File: config.mk
export PLATFORM = sky130hd
export DESIGN_NAME = clock_tick_date_bcd_converter_unit
export DESIGN_NICKNAME = d
export VERILOG_FILES = /design/src/rtl/ctdb_pkg.sv /design/src/rtl/ctdb_alu.sv /design/src/rtl/clock_tick_date_bcd_converter_unit.sv
export SDC_FILE = /design/constraint.sdc
export NUM_CORES = 1
export LEC_CHECK = 0
export ABC_AREA = 1
export ABC_CLOCK_PERIOD_IN_PS = 9600
export BUFFER_PORTS_ARGS = -buffer_cell sky130_fd_sc_hd__buf_2
export CAP_MARGIN = 10
export CORE_ASPECT_RATIO = 0.7
export CORE_UTILIZATION = 35
export DETAILED_ROUTE_END_ITERATION = 8
export GPL_ROUTABILITY_DRIVEN = 0
export PLACE_DENSITY_LB_ADDON = 0.15
export SYNTH_ARGS = -nofsm -noshare
export SYNTH_HDL_FRONTEND = slang
export SYNTH_HIERARCHICAL = 1
export SYNTH_SLANG_ARGS = --single-unit
File: constraint.sdc
create_clock -name clk -period 9.6 [get_ports clk]
set_input_delay 0.48 -clock clk [delete_from_list [all_inputs] [get_ports clk]]
set_output_delay 0.48 -clock clk [all_outputs]
set_load 0.05 [all_outputs]
File: src/rtl/ctdb_pkg.sv
// Shared types, constants and helper functions for the clock/date converter.
`default_nettype none
package ctdb_pkg;

	localparam int unsigned EPOCH_YEAR = 1980;

	localparam logic [1:0] REQ_TICKS = 2'd0;
	localparam logic [1:0] REQ_BCD   = 2'd1;
	localparam logic [1:0] REQ_SET   = 2'd2;

	localparam logic [21:0] TICKS_PER_HOUR = 22'd65520;
	localparam logic [21:0] TICKS_PER_MIN  = 22'd1092;
	localparam logic [21:0] TICKS_PER_SEC  = 22'd18;
	localparam logic [21:0] TICK_DIV       = 22'd182;
	localparam logic [21:0] TICK_MAX       = 22'h1FFFFF;

	typedef enum logic [4:0] {
		S_IDLE,
		S_HR,
		S_MIN,
		S_SECL,
		S_SEC,
		S_MOD,
		S_HUNL,
		S_HUN,
		S_R1A,
		S_R1B,
		S_TH,
		S_TM,
		S_TS,
		S_YEAR,
		S_MON,
		S_DAY,
		S_FIN
	} state_t;

	typedef struct packed {
		logic [21:0] diff;
		logic        ge;
		logic        eq;
	} alu_res_t;

	// first day offset of month index k (0 = January, 12 = whole year)
	function automatic logic [8:0] month_start(input logic lp, input logic [3:0] k);
		logic [8:0] base;
		case (k)
			4'd0:    base = 9'd0;
			4'd1:    base = 9'd31;
			4'd2:    base = 9'd59;
			4'd3:    base = 9'd90;
			4'd4:    base = 9'd120;
			4'd5:    base = 9'd151;
			4'd6:    base = 9'd181;
			4'd7:    base = 9'd212;
			4'd8:    base = 9'd243;
			4'd9:    base = 9'd273;
			4'd10:   base = 9'd304;
			4'd11:   base = 9'd334;
			default: base = 9'd365;
		endcase
		if (lp && k >= 4'd2)
			base = base + 9'd1;
		return base;
	endfunction

	function automatic logic [7:0] bcd2bin(input logic [7:0] b);
		return 8'(b[7:4] * 8'd10) + 8'(b[3:0]);
	endfunction

	function automatic logic [6:0] sat99(input logic [7:0] v);
		return (v > 8'd99) ? 7'd99 : v[6:0];
	endfunction

	// valid for v < 100
	function automatic logic [7:0] bin2bcd(input logic [6:0] v);
		logic [14:0] p;
		logic [3:0]  t;
		logic [6:0]  o;
		p = 15'(v) * 15'd205;
		t = p[14:11];
		o = v - 7'(t * 7'd10);
		return {t, o[3:0]};
	endfunction

endpackage
`default_nettype wire

File: src/rtl/ctdb_alu.sv
// Shared subtract/compare unit used by every conversion loop.
`default_nettype none
module ctdb_alu
	import ctdb_pkg::*;
(
	input  logic [21:0] a,
	input  logic [21:0] b,
	output alu_res_t    res
);

	logic [22:0] d;

	assign d        = {1'b0, a} - {1'b0, b};
	assign res.diff = d[21:0];
	assign res.ge   = ~d[22];
	assign res.eq   = (d[21:0] == 22'd0);

endmodule
`default_nettype wire

File: src/rtl/clock_tick_date_bcd_converter_unit.sv
// Top level: clock tick / BCD date converter with kept day counter.
//
// Channel  Handshake            Payload
// in       in_valid/in_ready    req_type rollover tick_count bcd_date bcd_time
//                               day_count hours_in minutes_in seconds_in
// out      out_valid/out_ready  days_out hours_out minutes_out seconds_out
//                               hundredths_out date_valid ticks_out
//                               bcd_date_out bcd_time_out
//
// One request at a time; every subtraction loop goes through one subtract/compare unit.
// req 0: hours, minutes, seconds and hundredths by repeated subtraction.
// req 1: direct BCD decode. req 2: years past epoch, then month, by subtraction.
// req 3 is taken and dropped. Reset clears the day counter to 1.
// The result register lets the next request start while out is stalled.
`default_nettype none
module clock_tick_date_bcd_converter_unit
	import ctdb_pkg::*;
(
	input  logic        clk,
	input  logic        arst_n,

	input  logic        in_valid,
	output logic        in_ready,
	input  logic [1:0]  req_type,
	input  logic        rollover,
	input  logic [20:0] tick_count,
	input  logic [31:0] bcd_date,
	input  logic [23:0] bcd_time,
	input  logic [15:0] day_count,
	input  logic [4:0]  hours_in,
	input  logic [5:0]  minutes_in,
	input  logic [5:0]  seconds_in,

	output logic        out_valid,
	input  logic        out_ready,
	output logic [15:0] days_out,
	output logic [6:0]  hours_out,
	output logic [6:0]  minutes_out,
	output logic [6:0]  seconds_out,
	output logic [6:0]  hundredths_out,
	output logic        date_valid,
	output logic [20:0] ticks_out,
	output logic [31:0] bcd_date_out,
	output logic [23:0] bcd_time_out
);

	state_t      state_q, state_d;
	logic        out_valid_q;
	logic [15:0] day_ctr_q;

	logic [1:0]  rtype_q;
	logic [31:0] date_q;
	logic [23:0] time_q;
	logic [4:0]  h_q;
	logic [5:0]  m_q;
	logic [5:0]  s_q;

	logic [21:0] rem_q;
	logic [21:0] wrk_q;
	logic [6:0]  cnt_q;
	logic [14:0] year_q;
	logic [3:0]  k_q;
	logic [7:0]  day_q;
	logic [3:0]  mon_q;
	logic [6:0]  hrs_q, min_q, sec_q, hun_q;
	logic [15:0] rdays_q;
	logic        rvalid_q;

	logic [15:0] days_q;
	logic [6:0]  hours_q, minutes_q, seconds_q, hund_q;
	logic        dvalid_q;
	logic [20:0] ticks_q;
	logic [31:0] bdate_q;
	logic [23:0] btime_q;

	logic [21:0] alu_a, alu_b;
	alu_res_t    alu;
	logic        accept, fin_load, lp;
	logic [8:0]  year_len;

	// request 1 helpers
	logic [7:0]  r1_mon;
	logic [3:0]  r1_idx;
	logic [14:0] span;
	logic [24:0] r1_sum;

	// request 2 result helpers
	logic [6:0]  cent, yy;

	ctdb_alu u_alu (
		.a   (alu_a),
		.b   (alu_b),
		.res (alu)
	);

	assign lp       = (year_q[1:0] == 2'd0);
	assign year_len = lp ? 9'd366 : 9'd365;
	assign accept   = in_valid & in_ready;
	assign fin_load = (state_q == S_FIN) && (!out_valid_q || out_ready);

	always_comb begin
		state_d = state_q;
		unique case (state_q)
			S_IDLE: begin
				if (in_valid) begin
					case (req_type)
						REQ_TICKS: state_d = S_HR;
						REQ_BCD:   state_d = S_R1A;
						REQ_SET:   state_d = S_TH;
						default:   state_d = S_IDLE;
					endcase
				end
			end
			S_HR:   if (!alu.ge) state_d = S_MIN;
			S_MIN:  if (!alu.ge) state_d = S_SECL;
			S_SECL: state_d = S_SEC;
			S_SEC:  if (!alu.ge) state_d = S_MOD;
			S_MOD:  if (!alu.ge) state_d = S_HUNL;
			S_HUNL: state_d = S_HUN;
			S_HUN:  if (!alu.ge) state_d = S_FIN;
			S_R1A:  state_d = S_R1B;
			S_R1B:  state_d = S_FIN;
			S_TH:   state_d = S_TM;
			S_TM:   state_d = S_TS;
			S_TS:   state_d = S_YEAR;
			S_YEAR: if (!(alu.ge && !alu.eq)) state_d = S_MON;
			S_MON:  if (alu.ge) state_d = S_DAY;
			S_DAY:  state_d = S_FIN;
			S_FIN:  if (!out_valid_q || out_ready) state_d = S_IDLE;
			default: state_d = S_IDLE;
		endcase
	end

	always_comb begin
		in_ready = 1'b0;
		alu_a    = 22'd0;
		alu_b    = 22'd0;
		unique case (state_q)
			S_IDLE: in_ready = 1'b1;
			S_HR: begin
				alu_a = rem_q;
				alu_b = TICKS_PER_HOUR;
			end
			S_MIN: begin
				alu_a = rem_q;
				alu_b = TICKS_PER_MIN;
			end
			S_SEC, S_HUN: begin
				alu_a = wrk_q;
				alu_b = TICK_DIV;
			end
			S_MOD: begin
				alu_a = rem_q;
				alu_b = TICK_DIV;
			end
			S_YEAR: begin
				alu_a = rem_q;
				alu_b = 22'(year_len);
			end
			S_MON: begin
				alu_a = 22'(month_start(lp, k_q));
				alu_b = rem_q;
			end
			S_DAY: begin
				alu_a = rem_q;
				alu_b = 22'(month_start(lp, k_q - 4'd1));
			end
			default: ;
		endcase
	end

	always_comb begin
		r1_mon = bcd2bin(date_q[15:8]);
		if (r1_mon == 8'd0)
			r1_idx = 4'd0;
		else if (r1_mon > 8'd13)
			r1_idx = 4'd12;
		else
			r1_idx = 4'(r1_mon - 8'd1);
		span   = year_q - 15'(EPOCH_YEAR);
		r1_sum = 25'(day_q) + 25'(month_start(lp, k_q)) + 25'(span) * 25'd365
			+ 25'((span + 15'd3) >> 2);
		if (year_q >= 15'd2100) begin
			cent = 7'd21;
			yy   = 7'(year_q - 15'd2100);
		end else if (year_q >= 15'd2000) begin
			cent = 7'd20;
			yy   = 7'(year_q - 15'd2000);
		end else begin
			cent = 7'd19;
			yy   = 7'(year_q - 15'd1900);
		end
	end

	always_ff @(posedge clk or negedge arst_n) begin
		if (!arst_n) begin
			state_q     <= S_IDLE;
			out_valid_q <= 1'b0;
			day_ctr_q   <= 16'd1;
		end else begin
			state_q <= state_d;
			if (fin_load)
				out_valid_q <= 1'b1;
			else if (out_ready)
				out_valid_q <= 1'b0;
			if (accept && req_type == REQ_TICKS && rollover)
				day_ctr_q <= day_ctr_q + 16'd1;
			else if (accept && req_type == REQ_SET)
				day_ctr_q <= day_count;
		end
	end

	always_ff @(posedge clk) begin
		unique case (state_q)
			S_IDLE: begin
				rtype_q <= req_type;
				date_q  <= bcd_date;
				time_q  <= bcd_time;
				h_q     <= hours_in;
				m_q     <= minutes_in;
				s_q     <= seconds_in;
				cnt_q   <= 7'd0;
				year_q  <= 15'(EPOCH_YEAR);
				k_q     <= 4'd1;
				if (req_type == REQ_SET)
					rem_q <= {6'd0, day_count};
				else
					rem_q <= {1'b0, tick_count};
			end
			S_HR, S_MIN, S_MOD: begin
				if (alu.ge) begin
					rem_q <= alu.diff;
					if (state_q != S_MOD)
						cnt_q <= cnt_q + 7'd1;
				end else begin
					cnt_q <= 7'd0;
					if (state_q == S_HR)
						hrs_q <= cnt_q;
					else if (state_q == S_MIN)
						min_q <= cnt_q;
				end
			end
			S_SECL: wrk_q <= {8'd0, 14'(rem_q[10:0] * 14'd10)};
			S_HUNL: wrk_q <= {7'd0, 15'(rem_q[7:0] * 15'd100)};
			S_SEC, S_HUN: begin
				if (alu.ge) begin
					wrk_q <= alu.diff;
					cnt_q <= cnt_q + 7'd1;
				end else begin
					cnt_q <= 7'd0;
					if (state_q == S_SEC)
						sec_q <= cnt_q;
					else
						hun_q <= cnt_q;
				end
			end
			S_R1A: begin
				year_q <= 15'(bcd2bin(date_q[31:24])) * 15'd100
					+ 15'(bcd2bin(date_q[23:16]));
				k_q    <= r1_idx;
				day_q  <= bcd2bin(date_q[7:0]);
				hrs_q  <= sat99(bcd2bin(time_q[23:16]));
				min_q  <= sat99(bcd2bin(time_q[15:8]));
				sec_q  <= sat99(bcd2bin(time_q[7:0]));
			end
			S_R1B: begin
				if (year_q >= 15'(EPOCH_YEAR)) begin
					rdays_q  <= r1_sum[15:0];
					rvalid_q <= 1'b1;
				end else begin
					rdays_q  <= 16'd0;
					rvalid_q <= 1'b0;
				end
			end
			S_TH: wrk_q <= 22'(h_q) * TICKS_PER_HOUR;
			S_TM: wrk_q <= wrk_q + 22'(m_q) * TICKS_PER_MIN;
			S_TS: wrk_q <= wrk_q + 22'(s_q) * TICKS_PER_SEC;
			S_YEAR: begin
				if (alu.ge && !alu.eq) begin
					rem_q  <= alu.diff;
					year_q <= year_q + 15'd1;
				end
			end
			S_MON: begin
				if (alu.ge)
					mon_q <= k_q;
				else
					k_q <= k_q + 4'd1;
			end
			S_DAY: day_q <= alu.diff[7:0];
			S_FIN: begin
				if (fin_load) begin
					days_q    <= 16'd0;
					hours_q   <= 7'd0;
					minutes_q <= 7'd0;
					seconds_q <= 7'd0;
					hund_q    <= 7'd0;
					dvalid_q  <= 1'b0;
					ticks_q   <= 21'd0;
					bdate_q   <= 32'd0;
					btime_q   <= 24'd0;
					case (rtype_q)
						REQ_TICKS: begin
							days_q    <= day_ctr_q;
							hours_q   <= hrs_q;
							minutes_q <= min_q;
							seconds_q <= sec_q;
							hund_q    <= hun_q;
						end
						REQ_BCD: begin
							days_q    <= rdays_q;
							hours_q   <= hrs_q;
							minutes_q <= min_q;
							seconds_q <= sec_q;
							dvalid_q  <= rvalid_q;
						end
						default: begin
							ticks_q <= (wrk_q > TICK_MAX) ? TICK_MAX[20:0] : wrk_q[20:0];
							bdate_q <= {bin2bcd(cent), bin2bcd(yy),
								bin2bcd({3'd0, mon_q}), bin2bcd(day_q[6:0])};
							btime_q <= {bin2bcd({2'd0, h_q}), bin2bcd({1'b0, m_q}),
								bin2bcd({1'b0, s_q})};
						end
					endcase
				end
			end
			default: ;
		endcase
	end

	assign out_valid      = out_valid_q;
	assign days_out       = days_q;
	assign hours_out      = hours_q;
	assign minutes_out    = minutes_q;
	assign seconds_out    = seconds_q;
	assign hundredths_out = hund_q;
	assign date_valid     = dvalid_q;
	assign ticks_out      = ticks_q;
	assign bcd_date_out   = bdate_q;
	assign bcd_time_out   = btime_q;

endmodule
`default_nettype wire

Word level (Yosys, flattened, before mapping)
Memories as Yosys holds them, arrays and structs flattened. A register that Yosys moved wholly into a read port is not among the register bits. Cells that the tools add are included.

Add/subtract/negate cells: 35. Multipliers: 28. Magnitude comparators: 10. Equal/unequal tests: 40. Mux-type cells: 62. Bitwise operators: 3. Reductions and logical operators: 44.

Operators by type and width (number): case mux 22 bit (6 select lines) (2); case mux 22 bit (3 select lines) (2); 2-to-1 mux 7 bit (15); case mux 5 bit (16 select lines) (1); adder 8 x 4 -> 8 bit (7); multiplier 4 x 3 -> 7 bit, second input constant (7); multiplier 7 x 8 -> 15 bit, second input constant (3); 2-to-1 mux 5 bit (9); 2-to-1 mux 9 bit (5); case mux 15 bit (3 select lines) (1); 2-to-1 mux 22 bit (2); 2-to-1 mux 21 bit (2); case mux 7 bit (2 select lines) (3); == test 5 x 4 -> 1 bit, second input constant (8); 2-to-1 mux 16 bit (2); case mux 16 bit (2 select lines) (1); >= comparator 15 x 11 -> 1 bit, second input constant (2); multiplier 6 x 8 -> 14 bit, second input constant (2); subtractor 4 bit (7); adder 9 x 1 -> 9 bit, second input constant (3); multiplier 8 x 5 -> 13 bit, second input constant (2); > comparator 8 x 7 -> 1 bit, second input constant (3); case mux 4 bit (3 select lines) (2); subtractor 22 x 22 -> 23 bit (1); 66 further kinds (130).

Register bits after elaboration: 346. Memory bits (read-only): 432. Bits of input ports: 117. Logic and storage cells: 258. Memories kept: 3.

Memory list: (no name shown) (depth 16, bits a word 9, read ports 1, clocked after Yosys merged registers in 1, write ports 0, RTL line ctdb_pkg.sv:46) `case (k)`; (no name shown) (depth 16, bits a word 9, read ports 1, clocked after Yosys merged registers in 1, write ports 0, RTL line ctdb_pkg.sv:46); (no name shown) (depth 16, bits a word 9, read ports 1, clocked after Yosys merged registers in 0, write ports 0, RTL line ctdb_pkg.sv:46).

Logic depth before layout (Yosys ltp)
An unclocked memory read counts as a cell.

Word-level depth: 12. Gate-level depth with buffers: 39. Mapped depth without buffers: 39.

By module
Netlist, hierarchy kept.

Modules (own cells, without submodules): clock_tick_date_bcd_converter_unit (instances 1, cells an instance 3306, area each 29666.0 um^2, seq. area each 10131.0 um^2); ctdb_alu (instances 1, cells an instance 350, area each 1699.1 um^2, seq. area each 0.0 um^2).

Least setup slack after synthesis
Ideal clock, no wire load.

Kind: register to register. Start: register k_q[0]. End: register rem_q[0], enable pin. Data arrival time: 5.800 ns. Data required time: 9.165 ns. Setup slack: 3.365 ns. Stages on the path, launching flop included: 32. Buffers on the path: 1. Clock period less this slack: 6.235 ns. Cells stage by stage: edfxtp_1 -> inv_1 -> ha_1 -> inv_1 -> ha_1 -> a21oi_1 -> nand2_1 -> o21ai_0 -> ha_1 -> inv_1 -> nor3_2 -> nand3_1 -> nor2_1 -> nand2_1 -> nor2_1 -> nor2_1 -> nor2_1 -> nand2_1 -> nand3_1 -> inv_1 -> ha_1 -> nand2_1 -> nor2_1 -> nand2_1 -> nand2_1 -> nand2_1 -> nand3_1 -> a21oi_1 -> o21bai_1 -> clkbuf_1 -> nor2_1 -> a211oi_1.

RTL lines: start: declaration (RTL line clock_tick_date_bcd_converter_unit.sv:62) `logic [3:0] k_q;`; start signal: assignment (RTL line clock_tick_date_bcd_converter_unit.sv:260) `k_q <= r1_idx;`; start signal: assignment (RTL line clock_tick_date_bcd_converter_unit.sv:288) `k_q <= k_q + 4'd1;`; end signal: assignment (RTL line clock_tick_date_bcd_converter_unit.sv:226) `rem_q <= {6'd0, day_count};`; end signal: assignment (RTL line clock_tick_date_bcd_converter_unit.sv:228) `rem_q <= {1'b0, tick_count};`; end signal: assignment (RTL line clock_tick_date_bcd_converter_unit.sv:232) `rem_q <= alu.diff;`; end: declaration (RTL line clock_tick_date_bcd_converter_unit.sv:58) `logic [21:0] rem_q;`.

==> results by group <==
Status
  • Status: completed

STA
  • Slew headroom: ~27%
  • Setup TNS: 0 ns
  • Final setup viols: 0
  • Fin. max-slew vios: 0
  • RSZ-0062 raised after global routing: false
  • Least-Margin Pin Slew: approximately 1.1 ns
  • Post-layout min period: 6.61 ns
  • Final WS setup: ~3 ns
  • Skew final: 0.0258 ns
  • Crit share post-route: around 70%
  • Final hold viol count: 0
  • Max Fclk: 151 MHz

Global route
  • First-pass GRT wire length: roughly 140,000 microns
  • Initial antenna violation count: 6
  • Gr ovfl total: 0
  • Largest net degree at the start of global routing: 54
  • Vias in the first global route: approximately 24,000
  • All-Layer GR Usage: 20.4%

Placed design
  • Pre-CTS WS: 3.13 ns
  • Post-DP HPWL: 74,900 microns
  • Post-DP Area: 0.0339 sq mm
  • PortBufs: 230

Synth
  • Ys Warns: 6
  • Synth top area share: 30.0%
  • Yosys cell types: 68
  • Ranking of synthesized cells by area: edfxtp_1 (30%), ha_1 (18%), fa_1 (8.6%)
  • Ys flop type: edfxtp_1
  • Number of synthesized flops with an enable pin: 313
  • Most common library cells after synthesis: inv_1 (686), nand2_1 (630), ha_1 (448)
  • Most area-hungry cell type in the Yosys netlist: edfxtp_1
  • Sequential area share after synthesis: 32.3%
  • Most numerous cell in the Yosys netlist: inv_1
  • Syn Area/Cell: 8.58 sq um
  • Largest family of logic cells by synthesized area: adder cells
  • Mux cell area share after synthesis: 0.0319%
  • Xor and xnor fraction of the mapped netlist area: 3.86%
  • Post-Syn Area: between 0.03 and 0.04 sq mm
  • Compound-cell area share of the yosys netlist: 10.7%
  • Post-Synthesis Cells: between 3,000 and 4,000
  • Flops & latches, synth: 344
  • Post-synth ARST share: 6.40%
  • Post-Synth Adder-Cell Area: 26.5%
  • Simple-Gate Fraction of Synth Area: 17.2%

Worst hold path
  • Min-delay worst type: input pin to flop
  • Hold depth: 1
  • Worst Hold End: h_q[3]
  • Hold_sp: hours_in[3]

Worst setup path
  • Worst Path Arrival: 7.10 ns
  • Max incr delay on CP: ~0.72 ns
  • CP required: between 10 and 15 ns
  • Slowest stage cell, crit path: o21bai_1
  • Origin of the critical flop-to-flop path: k_q[0]
  • CP Capture Type: flop
  • Worst Path Max Fanout: 12
  • Flop-to-flop setup slack: 2.99 ns
  • Critical path origin: k_q[0]
  • Crit-path most repeated cell: nand2_1
  • CP startpoint kind: flop
  • Critical path type: flop to flop
  • R2r worst-path depth: 37

Clock network
  • Post-CTS setup buffers: 0
  • TritonCTS clock tree: yes
  • Post-CTS Hold Buffers: 8
  • Cts repair resizes: 0
  • CTS clock-pin slew for the worst setup and hold paths: about 0.070 ns
  • CTS Buffer Depth: 3
  • CTS Sinks: 344
  • Inserted Clock Buffers: between 40 and 50
  • Clock latency on the worst-skew pair: 0.62 ns
  • CTS root buf: clkbuf_16
  • H-tree lvl count: 2

Floorplanning
  • Core area: 0.0885 sq mm
  • Die height: 252 microns
  • Starting Density: 35.5%
  • DIE WIDTH: approximately 360 microns
  • Top Ports: 241
  • Die area: just over 0.09 sq mm
  • Row count: 91

Route
  • Vias/cell: just under 5
  • DR pass1 iterations: 6
  • DR iter-0 viols: 2,007
  • Drt drc: 0
  • WL final: between 90,000 and 100,000 microns
  • Via Count: approximately 25,000
  • DR WL/cell: about 18 microns
  • ANT nets after route: 0

Layout
  • Final Util: 40.1%
  • Share of cells above drive strength 1: 11.0%
  • Final instance area: around 0.035 sq mm
  • Area Overhead vs Synth: 13.0%
  • Nets: about 4,600

Run
  • Max-cap check violation count: 0
-- cells by family (layout without fill, tap and decap cells) --
group	Yosys count	after routing
AND/OR/NAND/NOR	1240	1240
buffers and inverters	772	1045
adder cells (fa/ha/maj)	583	583
AO/OA/AOI/OAI	579	579
flip-flops	344	344
XOR/XNOR	136	136
other	1	13
multiplexers	1	1
-- stage by stage --
step,hold WS [ns],cells
2_1_floorplan,0.184,3666
3_3_place_gp,0.512,5012
3_5_place_dp,0.510,5012
4_1_cts,0.00113,5101
5_1_grt,0.0111,5101
6_report,0.0408,5103
-- cell type report --
type,count,area [sq um]
sequential,344,10100
inverter,706,2650
antenna,2,5.00
tap,1162,1450
clock buffer,55,1210
clock inverter,26,294
multi-input combinational,2550,18300
fill,9029,53000
timing repair buffer,258,1380
-- metal layers --
metal / share of wire (%) / global-route usage (%)
met1: 55 / 33.9
met5: 0.042 / 0
met2: 37 / 26.5
met4: 1.2 / 3.20
met3: 7.1 / 3.85
-- how the worst max path moves through the flow --
stage,endpoint,cells past startpoint
finish,flop,37
global route,flop,37
CTS,bcd_date_out[19],38
detailed placement,bcd_date_out[19],38
global placement,bcd_date_out[19],38
floorplan,rem_q[0],31
-- sequential cells by signal (all words and copies together), names as in the netlist, 8 cells and up, named ones only --
| name | count |
|---|---|
| bcd_date_out | 25 |
| bcd_time_out | 20 |
| date_q | 32 |
| day_ctr_q | 16 |
| day_q | 8 |
| days_out | 16 |
| rdays_q | 16 |
| rem_q | 22 |
| ticks_out | 21 |
| time_q | 24 |
| wrk_q | 22 |
| year_q | 15 |
-- placed cells by master (no fill, tap or decap), types with 14 or more instances in the layout --
cell type / count
fa_1: 135
o22ai_1: 26
a21oi_1: 192
nand2_1: 630
xor2_1: 98
ha_1: 448
o2111ai_1: 15
nand2_2: 22
nand4_1: 35
o211ai_1: 19
nor3_1: 26
o21ai_0: 207
edfxtp_1: 313
inv_2: 18
buf_2: 230
nand3_1: 178
o31ai_1: 14
xnor2_1: 37
buf_4: 20
a31oi_1: 17
clkbuf_16: 45
nor2_1: 263
dfrtp_1: 21
inv_1: 685
or2_2: 30
-- critical path, delay by kind of cell (launching register included) --
family,cells,cell delay (ns)
buf+inv,6,0.67
flops,1,0.55
fa+ha+maj,5,1.42
compound gates,5,1.28
simple gates,21,2.56
Power is left out: the tool's default activity adds up to more than one toggle a clock period on the data nets, which glitch-free logic cannot reach.
